===== config.mk =====
export PLATFORM = sky130hd
export DESIGN_NAME = triangle_interior_lattice_count
export DESIGN_NICKNAME = d
export VERILOG_FILES = /design/src/tilc_pkg.sv /design/src/tilc_gcd.sv /design/src/triangle_interior_lattice_count.sv
export SDC_FILE = /design/constraint.sdc
export NUM_CORES = 2
export LEC_CHECK = 0
export BUFFER_PORTS_ARGS = -buffer_cell sky130_fd_sc_hd__buf_2
export CELL_PAD_IN_SITES_DETAIL_PLACEMENT = 1
export CELL_PAD_IN_SITES_GLOBAL_PLACEMENT = 1
export CORE_ASPECT_RATIO = 0.75
export CORE_MARGIN = 2
export CORE_UTILIZATION = 50
export CTS_CLUSTER_DIAMETER = 200
export DETAILED_ROUTE_END_ITERATION = 10
export PLACE_DENSITY = 0.86
export SYNTH_ARGS = -nofsm -noshare
export SYNTH_HDL_FRONTEND = slang
export SYNTH_SLANG_ARGS = --single-unit

===== constraint.sdc =====
create_clock -name clk -period 18.75 [get_ports clk]
set_input_delay 2.8125 -clock clk [delete_from_list [all_inputs] [get_ports clk]]
set_output_delay 2.8125 -clock clk [all_outputs]
set_load 0.005 [all_outputs]

===== src/tilc_pkg.sv =====
package tilc_pkg;

  // Vertex coordinate width (two's complement).
  localparam int COORD_BITS = 16;
  // Edge delta: one bit wider than a coordinate.
  localparam int DELTA_W = COORD_BITS + 1;
  // One cross-product term, and the difference of two terms.
  localparam int PROD_W = 2 * DELTA_W;
  localparam int AREA_W = PROD_W + 1;
  // Sum of the gcds of the triangle's edges.
  localparam int BND_W = DELTA_W + 2;
  localparam int COUNT_W = 32;
  localparam int WIDE_W = (AREA_W > COUNT_W) ? AREA_W : COUNT_W;
  // gcd common power-of-two count.
  localparam int SHIFT_W = $clog2(DELTA_W + 1);

  typedef logic signed [DELTA_W-1:0] delta_t;
  typedef logic [DELTA_W-1:0] mag_t;

  typedef struct packed {
    logic start;
    mag_t a;
    mag_t b;
  } gcd_req_t;

  typedef struct packed {
    logic done;
    mag_t value;
  } gcd_rsp_t;

  function automatic mag_t mag_of(delta_t d);
    mag_t m;
    m = d[DELTA_W-1] ? mag_t'(-d) : mag_t'(d);
    return m;
  endfunction

endpackage


===== src/tilc_gcd.sv =====
// Binary gcd, one reduction step per cycle. done pulses with the result.
module tilc_gcd (
  input  logic              clk,
  input  logic              rst,
  input  tilc_pkg::gcd_req_t req,
  output tilc_pkg::gcd_rsp_t rsp
);

  tilc_pkg::mag_t a;
  tilc_pkg::mag_t b;
  logic [tilc_pkg::SHIFT_W-1:0] k;
  logic busy;
  logic finish;

  assign finish = (a == '0) || (b == '0);

  always_ff @(posedge clk) begin
    if (rst) begin
      busy <= 1'b0;
    end else if (req.start) begin
      busy <= 1'b1;
    end else if (busy && finish) begin
      busy <= 1'b0;
    end
  end

  always_ff @(posedge clk) begin
    if (req.start) begin
      a <= req.a;
      b <= req.b;
      k <= '0;
    end else if (busy && !finish) begin
      if (!a[0] && !b[0]) begin
        a <= a >> 1;
        b <= b >> 1;
        k <= k + 1'b1;
      end else if (!a[0]) begin
        a <= a >> 1;
      end else if (!b[0]) begin
        b <= b >> 1;
      end else if (a >= b) begin
        a <= (a - b) >> 1;
      end else begin
        b <= (b - a) >> 1;
      end
    end
  end

  assign rsp.done  = busy && finish;
  assign rsp.value = (a | b) << k;

endmodule


===== src/triangle_interior_lattice_count.sv =====
// Channel  | Signals                                | Beat
// ---------+----------------------------------------+-------------------------------
// item     | item_valid, item_ready, ax..cy         | one triangle, three vertices
// result   | result_valid, result_ready,            | one count of interior points
//          |   interior_count                       |
//
// Sequence: each triangle passes the two multiply states, the area state,
//   then one gcd run per edge and the final load. The binary gcd unit is
//   shared by the edges in turn.
// The one signed multiplier serves both cross-product terms in turn.
// Reset: rst is synchronous; it idles the sequencer and empties the result
//   register.
// Stalls: a held result does not block the next item; only the final load
//   into the result register waits for that register to free up.
module triangle_interior_lattice_count (
  input  logic                                clk,
  input  logic                                rst,
  input  logic                                item_valid,
  output logic                                item_ready,
  input  logic signed [tilc_pkg::COORD_BITS-1:0] ax,
  input  logic signed [tilc_pkg::COORD_BITS-1:0] ay,
  input  logic signed [tilc_pkg::COORD_BITS-1:0] bx,
  input  logic signed [tilc_pkg::COORD_BITS-1:0] by,
  input  logic signed [tilc_pkg::COORD_BITS-1:0] cx,
  input  logic signed [tilc_pkg::COORD_BITS-1:0] cy,
  output logic                                result_valid,
  input  logic                                result_ready,
  output logic [tilc_pkg::COUNT_W-1:0]        interior_count
);

  // Sequencer codes
  localparam logic [2:0] S_IDLE   = 3'd0;
  localparam logic [2:0] S_MUL0   = 3'd1;  // ux * vy
  localparam logic [2:0] S_MUL1   = 3'd2;  // uy * vx
  localparam logic [2:0] S_AREA   = 3'd3;  // |difference| = twice the area
  localparam logic [2:0] S_GSTART = 3'd4;  // launch gcd on one edge
  localparam logic [2:0] S_GWAIT  = 3'd5;  // wait, accumulate boundary
  localparam logic [2:0] S_FINAL  = 3'd6;  // Pick's formula into result reg

  localparam logic [1:0] EDGE_U = 2'd0;
  localparam logic [1:0] EDGE_V = 2'd1;
  localparam logic [1:0] EDGE_W = 2'd2;

  logic [2:0] state;
  logic [2:0] state_next;
  logic [1:0] edge_sel;

  // Edge vectors: u = b - a, v = c - a, w = c - b.
  tilc_pkg::delta_t ux, uy, vx, vy, wx, wy;

  logic signed [tilc_pkg::PROD_W-1:0] p0;
  logic signed [tilc_pkg::PROD_W-1:0] p1;
  logic signed [tilc_pkg::PROD_W-1:0] prod;
  tilc_pkg::delta_t mul_a;
  tilc_pkg::delta_t mul_b;

  logic signed [tilc_pkg::AREA_W-1:0] diff;
  logic [tilc_pkg::AREA_W-1:0] area2;
  logic [tilc_pkg::BND_W-1:0] bnd;

  tilc_pkg::gcd_req_t gcd_req;
  tilc_pkg::gcd_rsp_t gcd_rsp;

  logic [tilc_pkg::WIDE_W:0]   pick_sum;
  logic [tilc_pkg::WIDE_W-1:0] pick_half;
  logic [tilc_pkg::COUNT_W-1:0] count_next;
  logic item_take;
  logic out_free;

  assign item_ready = (state == S_IDLE);
  assign item_take  = item_valid && item_ready;
  assign out_free   = !result_valid || result_ready;

  // Shared multiplier, operands picked by the sequencer.
  assign mul_a = (state == S_MUL0) ? ux : uy;
  assign mul_b = (state == S_MUL0) ? vy : vx;
  assign prod  = tilc_pkg::PROD_W'(mul_a) * tilc_pkg::PROD_W'(mul_b);

  assign diff = tilc_pkg::AREA_W'(p0) - tilc_pkg::AREA_W'(p1);

  // gcd operands for the current edge
  always_comb begin
    gcd_req.start = (state == S_GSTART);
    case (edge_sel)
      EDGE_U: begin
        gcd_req.a = tilc_pkg::mag_of(ux);
        gcd_req.b = tilc_pkg::mag_of(uy);
      end
      EDGE_V: begin
        gcd_req.a = tilc_pkg::mag_of(vx);
        gcd_req.b = tilc_pkg::mag_of(vy);
      end
      default: begin
        gcd_req.a = tilc_pkg::mag_of(wx);
        gcd_req.b = tilc_pkg::mag_of(wy);
      end
    endcase
  end

  tilc_gcd u_gcd (
    .clk (clk),
    .rst (rst),
    .req (gcd_req),
    .rsp (gcd_rsp)
  );

  // Pick: I = (2A + 2 - B) / 2; 2A >= B - 2 for any proper triangle.
  always_comb begin
    pick_sum  = (tilc_pkg::WIDE_W+1)'(area2) + (tilc_pkg::WIDE_W+1)'(2)
              - (tilc_pkg::WIDE_W+1)'(bnd);
    pick_half = pick_sum[tilc_pkg::WIDE_W:1];
    if (area2 == '0) begin
      count_next = '0;  // collinear or coincident vertices
    end else if (pick_half > tilc_pkg::WIDE_W'({tilc_pkg::COUNT_W{1'b1}})) begin
      count_next = '1;
    end else begin
      count_next = pick_half[tilc_pkg::COUNT_W-1:0];
    end
  end

  always_comb begin
    state_next = state;
    case (state)
      S_IDLE:   if (item_valid) state_next = S_MUL0;
      S_MUL0:   state_next = S_MUL1;
      S_MUL1:   state_next = S_AREA;
      S_AREA:   state_next = S_GSTART;
      S_GSTART: state_next = S_GWAIT;
      S_GWAIT: begin
        if (gcd_rsp.done) begin
          state_next = (edge_sel == EDGE_W) ? S_FINAL : S_GSTART;
        end
      end
      S_FINAL:  if (out_free) state_next = S_IDLE;
      default:  state_next = S_IDLE;
    endcase
  end

  always_ff @(posedge clk) begin
    if (rst) begin
      state        <= S_IDLE;
      edge_sel     <= EDGE_U;
      result_valid <= 1'b0;
    end else begin
      state <= state_next;
      if (item_take) begin
        edge_sel <= EDGE_U;
      end else if (state == S_GWAIT && gcd_rsp.done && edge_sel != EDGE_W) begin
        edge_sel <= edge_sel + 1'b1;
      end
      if (state == S_FINAL && out_free) begin
        result_valid <= 1'b1;
      end else if (result_ready) begin
        result_valid <= 1'b0;
      end
    end
  end

  // Datapath
  always_ff @(posedge clk) begin
    if (item_take) begin
      ux <= tilc_pkg::delta_t'(bx) - tilc_pkg::delta_t'(ax);
      uy <= tilc_pkg::delta_t'(by) - tilc_pkg::delta_t'(ay);
      vx <= tilc_pkg::delta_t'(cx) - tilc_pkg::delta_t'(ax);
      vy <= tilc_pkg::delta_t'(cy) - tilc_pkg::delta_t'(ay);
      wx <= tilc_pkg::delta_t'(cx) - tilc_pkg::delta_t'(bx);
      wy <= tilc_pkg::delta_t'(cy) - tilc_pkg::delta_t'(by);
      bnd <= '0;
    end
    if (state == S_MUL0) p0 <= prod;
    if (state == S_MUL1) p1 <= prod;
    if (state == S_AREA) begin
      area2 <= diff[tilc_pkg::AREA_W-1] ? tilc_pkg::AREA_W'(-diff) : tilc_pkg::AREA_W'(diff);
    end
    if (state == S_GWAIT && gcd_rsp.done) begin
      bnd <= bnd + tilc_pkg::BND_W'(gcd_rsp.value);
    end
    if (state == S_FINAL && out_free) begin
      interior_count <= count_next;
    end
  end

`ifndef SYNTH
  a_take_starts: assert property (@(posedge clk) disable iff (rst)
    item_take |=> state == S_MUL0)
    else $error("accepted item did not start the multiply");

  a_gcd_done_in_wait: assert property (@(posedge clk) disable iff (rst)
    gcd_rsp.done |-> state == S_GWAIT)
    else $error("gcd finished outside the wait state");

  a_edge_range: assert property (@(posedge clk) disable iff (rst)
    edge_sel == EDGE_U || edge_sel == EDGE_V || edge_sel == EDGE_W)
    else $error("edge select out of range");

  a_flat_zero: assert property (@(posedge clk) disable iff (rst)
    (state == S_FINAL && out_free && area2 == '0) |=>
      result_valid && interior_count == '0)
    else $error("degenerate triangle gave nonzero count");

  a_load_valid: assert property (@(posedge clk) disable iff (rst)
    (state == S_FINAL && out_free) |=> result_valid && state == S_IDLE)
    else $error("result load did not raise valid");
`endif

endmodule


== Yosys cells after proc, flatten, opt, wreduce, memory -nomap -nowiden ==
Cells that the tools add are included.
Word-level totals
  logic and storage cells: 125
  input port bits: 100
  register bits after elaboration: 302
  output and inout bits: 34
Operators by class
  add/sub/neg operators: 21
  reductions and logical operators: 29
  equal/unequal tests: 15
  magnitude comparators: 2
  mux-type cells: 34
  shift-type cells: 1
  bitwise logic cells: 1
  multiply operators: 1
Operators by type and width (number)
  $mux 17: 20
  $neg 17->17: 6
  $sub 16x16->17: 6
  $pmux 34 s2: 1
  $mux 19: 2
  $add 35x2->36 const B: 1
  $sub 36x19->36: 1
  $gt 35x32->1 const B: 1
  $logic_not 35->1: 1
  $neg 35->35: 1
  $sub 34x34->35: 1
  $logic_not 17->1: 2
  $mul 17x17->34: 1
  $mux 34: 1
  $sub 17x17->17: 2
  $mux 32: 1
  $pmux 3 s7: 1
  $add 19x17->19: 1
  $ge 17x17->1: 1
  $or 17x17->17: 1
  $shl 17x5->17: 1
  $ne 4x4->1 const B: 3
  $eq 3x3->1 const B: 3
  $mux 3: 3
  other kinds (19): 42

== Logic depth before layout (Yosys ltp) ==
  depth after elaboration: 7
  mapped depth: 31
  mapped depth without buffers: 27

== Cells and area by module ==
Synthesis repeated with hierarchy kept, for this count alone.
Unflattened totals
  cells, all modules: 4004
  area, all modules: 36341.1 um^2
Modules (own cells, without submodules)
  triangle_interior_lattice_count: cells each 3463, area each 31611.6 um^2, instances 1, seq. area each 7807.5 um^2
  tilc_gcd: cells each 541, area each 4729.5 um^2, instances 1, seq. area each 1141.1 um^2

== Worst setup path after synthesis ==
Ideal clock, no wire load.
  path type: register to register
  start: register state[1]
  end: register p0[33] (netlist name), data pin
  library setup time: 264 ps
  required time: 18486 ps
  path buffers: 4
  setup slack: 10001 ps
  period minus slack after synthesis: 8749 ps
  data arrival time: 8485 ps
  cell stages (with the launch flop): 27
  path through: dfxtp_1 > clkbuf_1 > nor3b_1 > buf_1 > clkbuf_1 > buf_1 > mux2_2 > nand2_1 > fa_1 > fa_1 > fa_1 > inv_1 > fa_1 > fa_1 > inv_1 > fa_1 > inv_1 > ha_1 > a21o_1 > a21o_1 > o31ai_1 > o31ai_1 > a221o_1 > a21boi_0 > o21ai_0 > a21oi_1 > xnor2_1
Between the ends
  longest elaborated chain between the ends: 3
  elaborated cells between the ends (all ways): 4
  classes of those cells: 1 x mul; 1 x eq/ne; 2 x mux
Ends and longest elaborated chain
  from (decl): RTL line triangle_interior_lattice_count.sv:44  | logic [2:0] state;
  from (signal assigned): RTL line triangle_interior_lattice_count.sv:145  | state <= state_next;
  $eq 3x1->1 *: RTL line triangle_interior_lattice_count.sv:75, triangle_interior_lattice_count.sv:76
  $mux 17 (on tied branches): RTL line triangle_interior_lattice_count.sv:75, triangle_interior_lattice_count.sv:76
  $mul 17x17->34 *: RTL line triangle_interior_lattice_count.sv:77  | assign prod = tilc_pkg::PROD_W'(mul_a) * tilc_pkg::PROD_W'(mul_b);
  net prod (one bit): RTL line triangle_interior_lattice_count.sv:53  | logic signed [tilc_pkg::PROD_W-1:0] prod;
  to (signal assigned): RTL line triangle_interior_lattice_count.sv:170  | if (state == S_MUL0) p0 <= prod;
  to (decl): RTL line triangle_interior_lattice_count.sv:51  | logic signed [tilc_pkg::PROD_W-1:0] p0;
The timed path passes the listed nets; every way through them passes the cells marked *.
A chain may end at the register's enable or synchronous reset.

== Final worst setup path ==
  start: register state[0]
  end: register p0[33] (netlist name), data pin
The elaborated chain is that of the path after synthesis.

==> results.json <==
{
  "slew_headroom": 0.117,
  "design_area_sq_um": 39900,
  "tightestPinTransition_ns": 1.32,
  "max_cap_violations": 0,
  "status": "finished clean",
  "synth_flop_cell": "edfxtp_1",
  "cpPeakStageDelay_ns": 0.90,
  "fin_ws_ns": 9.43,
  "clock-sinks": 302,
  "grt_use_met1": 0.417,
  "die_y_um": 240,
  "worst_path_max_delay_cell": "mux2i_1",
  "synth_edf_count": 290,
  "detail_route.wl_per_cell_um": 22.6,
  "io_pins": 134,
  "critPathBufInv": 6,
  "worst_ep_required_time_ns": 19.05,
  "finalSetupTns_ns": 0,
  "remaining_drc_errors": 0,
  "cts-root-buf": "clkbuf_16",
  "path_max_fanout": 62,
  "die_w_um": 319,
  "core-area_sq_um": 73500,
  "fill_cells": 8608,
  "use_met3": 0.0540,
  "antenna_left": 0,
  "min_period_ns": 9.32,
  "via_count": 31557,
  "cp_common_cell": "fa_1",
  "drive_gt1_frac": 0.0759,
  "cts_buffers": 36,
  "ys_types": 90,
  "cts_tree": "done",
  "end_kind": "flip-flop",
  "maxSlewViolCount": 0,
  "min_path_type": "flip-flop to flip-flop",
  "grt_overflow": 0,
  "syn_to_final_growth_pct": 7.54,
  "async_reset_ff_frac": 0,
  "ctsLongestPathBuffers": 3,
  "final_cell_mix": "637 x inv_1, 443 x nor2_1, 352 x ha_1",
  "grt_busiest_layer": "met2",
  "use_met2": 0.498,
  "rsz0062_at_grt": "false",
  "clk_pin_slew_worst_paths_ns": 0.06,
  "vias_per_cell": 6.04,
  "placed_area_sq_um": 38700,
  "synth_area_sq_um": 37100,
  "cts_hold_buf": 0,
  "antenna_found_initial": 2,
  "synth_seq_cells": 302,
  "grt_max_degree": 84,
  "portBuffers": 133,
  "routabilityCongestion": 0.976,
  "cts_setup_buffers": 0,
  "yosysWarnings": 0,
  "synth_nets": 4911,
  "die_area_sq_um": 76500,
  "grt_use_total": 0.306,
  "hpwl_um": 95400,
  "clk_latency_ns": 0.58,
  "rows": 86,
  "cts_max_level": 2,
  "critPathLaunchType": "flip-flop",
  "syn_avg_cell_area_sq_um": 8.94,
  "drt_iter0_drc": 3034,
  "critical_path_class": "flip-flop to flip-flop",
  "grt_pass1_vias": 33011,
  "hold_viol": 0,
  "first_pass_iters": 8,
  "post-route-period-util": 0.497,
  "routed_wirelength_um": 118000,
  "finClkSkew_ns": 0.0330,
  "layout_commonest_cell": "inv_1",
  "seq_area_frac_synth": 0.241,
  "cts-resized-gates": 0,
  "setup_viol": 0,
  "start_util": 0.505,
  "fmaxAchievable_mhz": 107,
  "syn_inst": 4152,
  "worstPathArrival_ns": 9.62,
  "grt_pass1_wl_um": 186000,
  "crit_family": "adder cells",
  "pre_cts_ws_ns": 9.51,
  "nets": 4987,
  "whs_ns": 0.558
}
## path summary, 6_finish.rpt
check,depth (start not counted),slack (ns),endpoint,start
worst max-delay path,25,9.43,p0[33]$_DFFE_PP_,state[0]$_SDFFE_PP0P_
worst min-delay path,2,0.56,edge_sel[1]$_SDFFE_PP0P_,edge_sel[1]$_SDFFE_PP0P_
worst max register to register,25,9.43,p0[33]$_DFFE_PP_,state[0]$_SDFFE_PP0P_
worst min register to register,2,0.56,edge_sel[1]$_SDFFE_PP0P_,edge_sel[1]$_SDFFE_PP0P_
## cells by family after synthesis
| logic type | share of synthesized area |
|---|---|
| flip-flops | 0.241 |
| buffers and inverters | 0.0785 |
| AO/OA/AOI/OAI | 0.155 |
| multiplexers | 0.0247 |
| adder cells (fa/ha/maj) | 0.284 |
| XOR/XNOR | 0.0649 |
| AND/OR/NAND/NOR | 0.151 |
## through the flow
step | instances | util
final | 5223 | 0.543
after global routing | 5223 | 0.543
after CTS | 5222 | 0.543
after detailed placement | 5158 | 0.527
after global placement | 5158 | 0.527
after floorplan | 4152 | -
## flip-flops by register name, indices dropped and copies added (netlist names), 2 cells and up
| signal | flops |
|---|---|
| p1 | 34 |
| edge_sel | 2 |
| wx | 17 |
| ux | 17 |
| u_gcd.k | 5 |
| vy | 17 |
| state | 3 |
| bnd | 19 |
| wy | 17 |
| uy | 17 |
| vx | 17 |
| p0 | 34 |
| u_gcd.b | 17 |
| interior_count | 32 |
| area2 | 35 |
| u_gcd.a | 17 |
## worst register-to-register path: cells and delay by family (launching register included)
kind / cells / cell delay [ns]
AOI/OAI and AO/OA: 8 / 2.04
xor gates and xnor gates: 1 / 0.10
adders and majority gates: 7 / 3.58
buffers and inverters: 6 / 1.49
DFF: 1 / 0.53
muxes: 1 / 0.94
and+or+nand+nor: 2 / 0.38
## per-layer routing
metal,vias to the layer above,part of all wire,routed length (um)
met5,-,0.00013,15
met4,2,0.032,3760
met3,218,0.079,9310
met2,1237,0.45,53600
met1,15699,0.43,51300
li1,14401,-,-
## cell type report
type / count / area (sq um) / share of cell area
well taps: 968 / 1210 / 0.0303
clock inverters: 22 / 264 / 0.00661
repair buffers: 157 / 846 / 0.0212
flip-flops and latches: 302 / 8950 / 0.224
inverters: 638 / 2390 / 0.0600
multi-input cells: 3093 / 25300 / 0.634
diodes: 1 / 2.50 / 0.0000627
clock buffers: 42 / 943 / 0.0236
## Yosys cell counts, drive strengths merged, types with 55 or more instances
master	n	area [sq um]
o21ai	170	855
edfxtp	290	8710
xor2	62	543
nand2	284	1070
fa	307	6150
o31ai	56	425
nor3	102	510
a21oi	244	1220
inv	638	2390
nand3	69	345
xnor2	213	1870
nor2	446	1670
nor2b	55	344
clkbuf	102	425
ha	352	4400
Power is left out: the tool's default activity adds up to more than one toggle a clock period on the data nets, which glitch-free logic cannot reach.
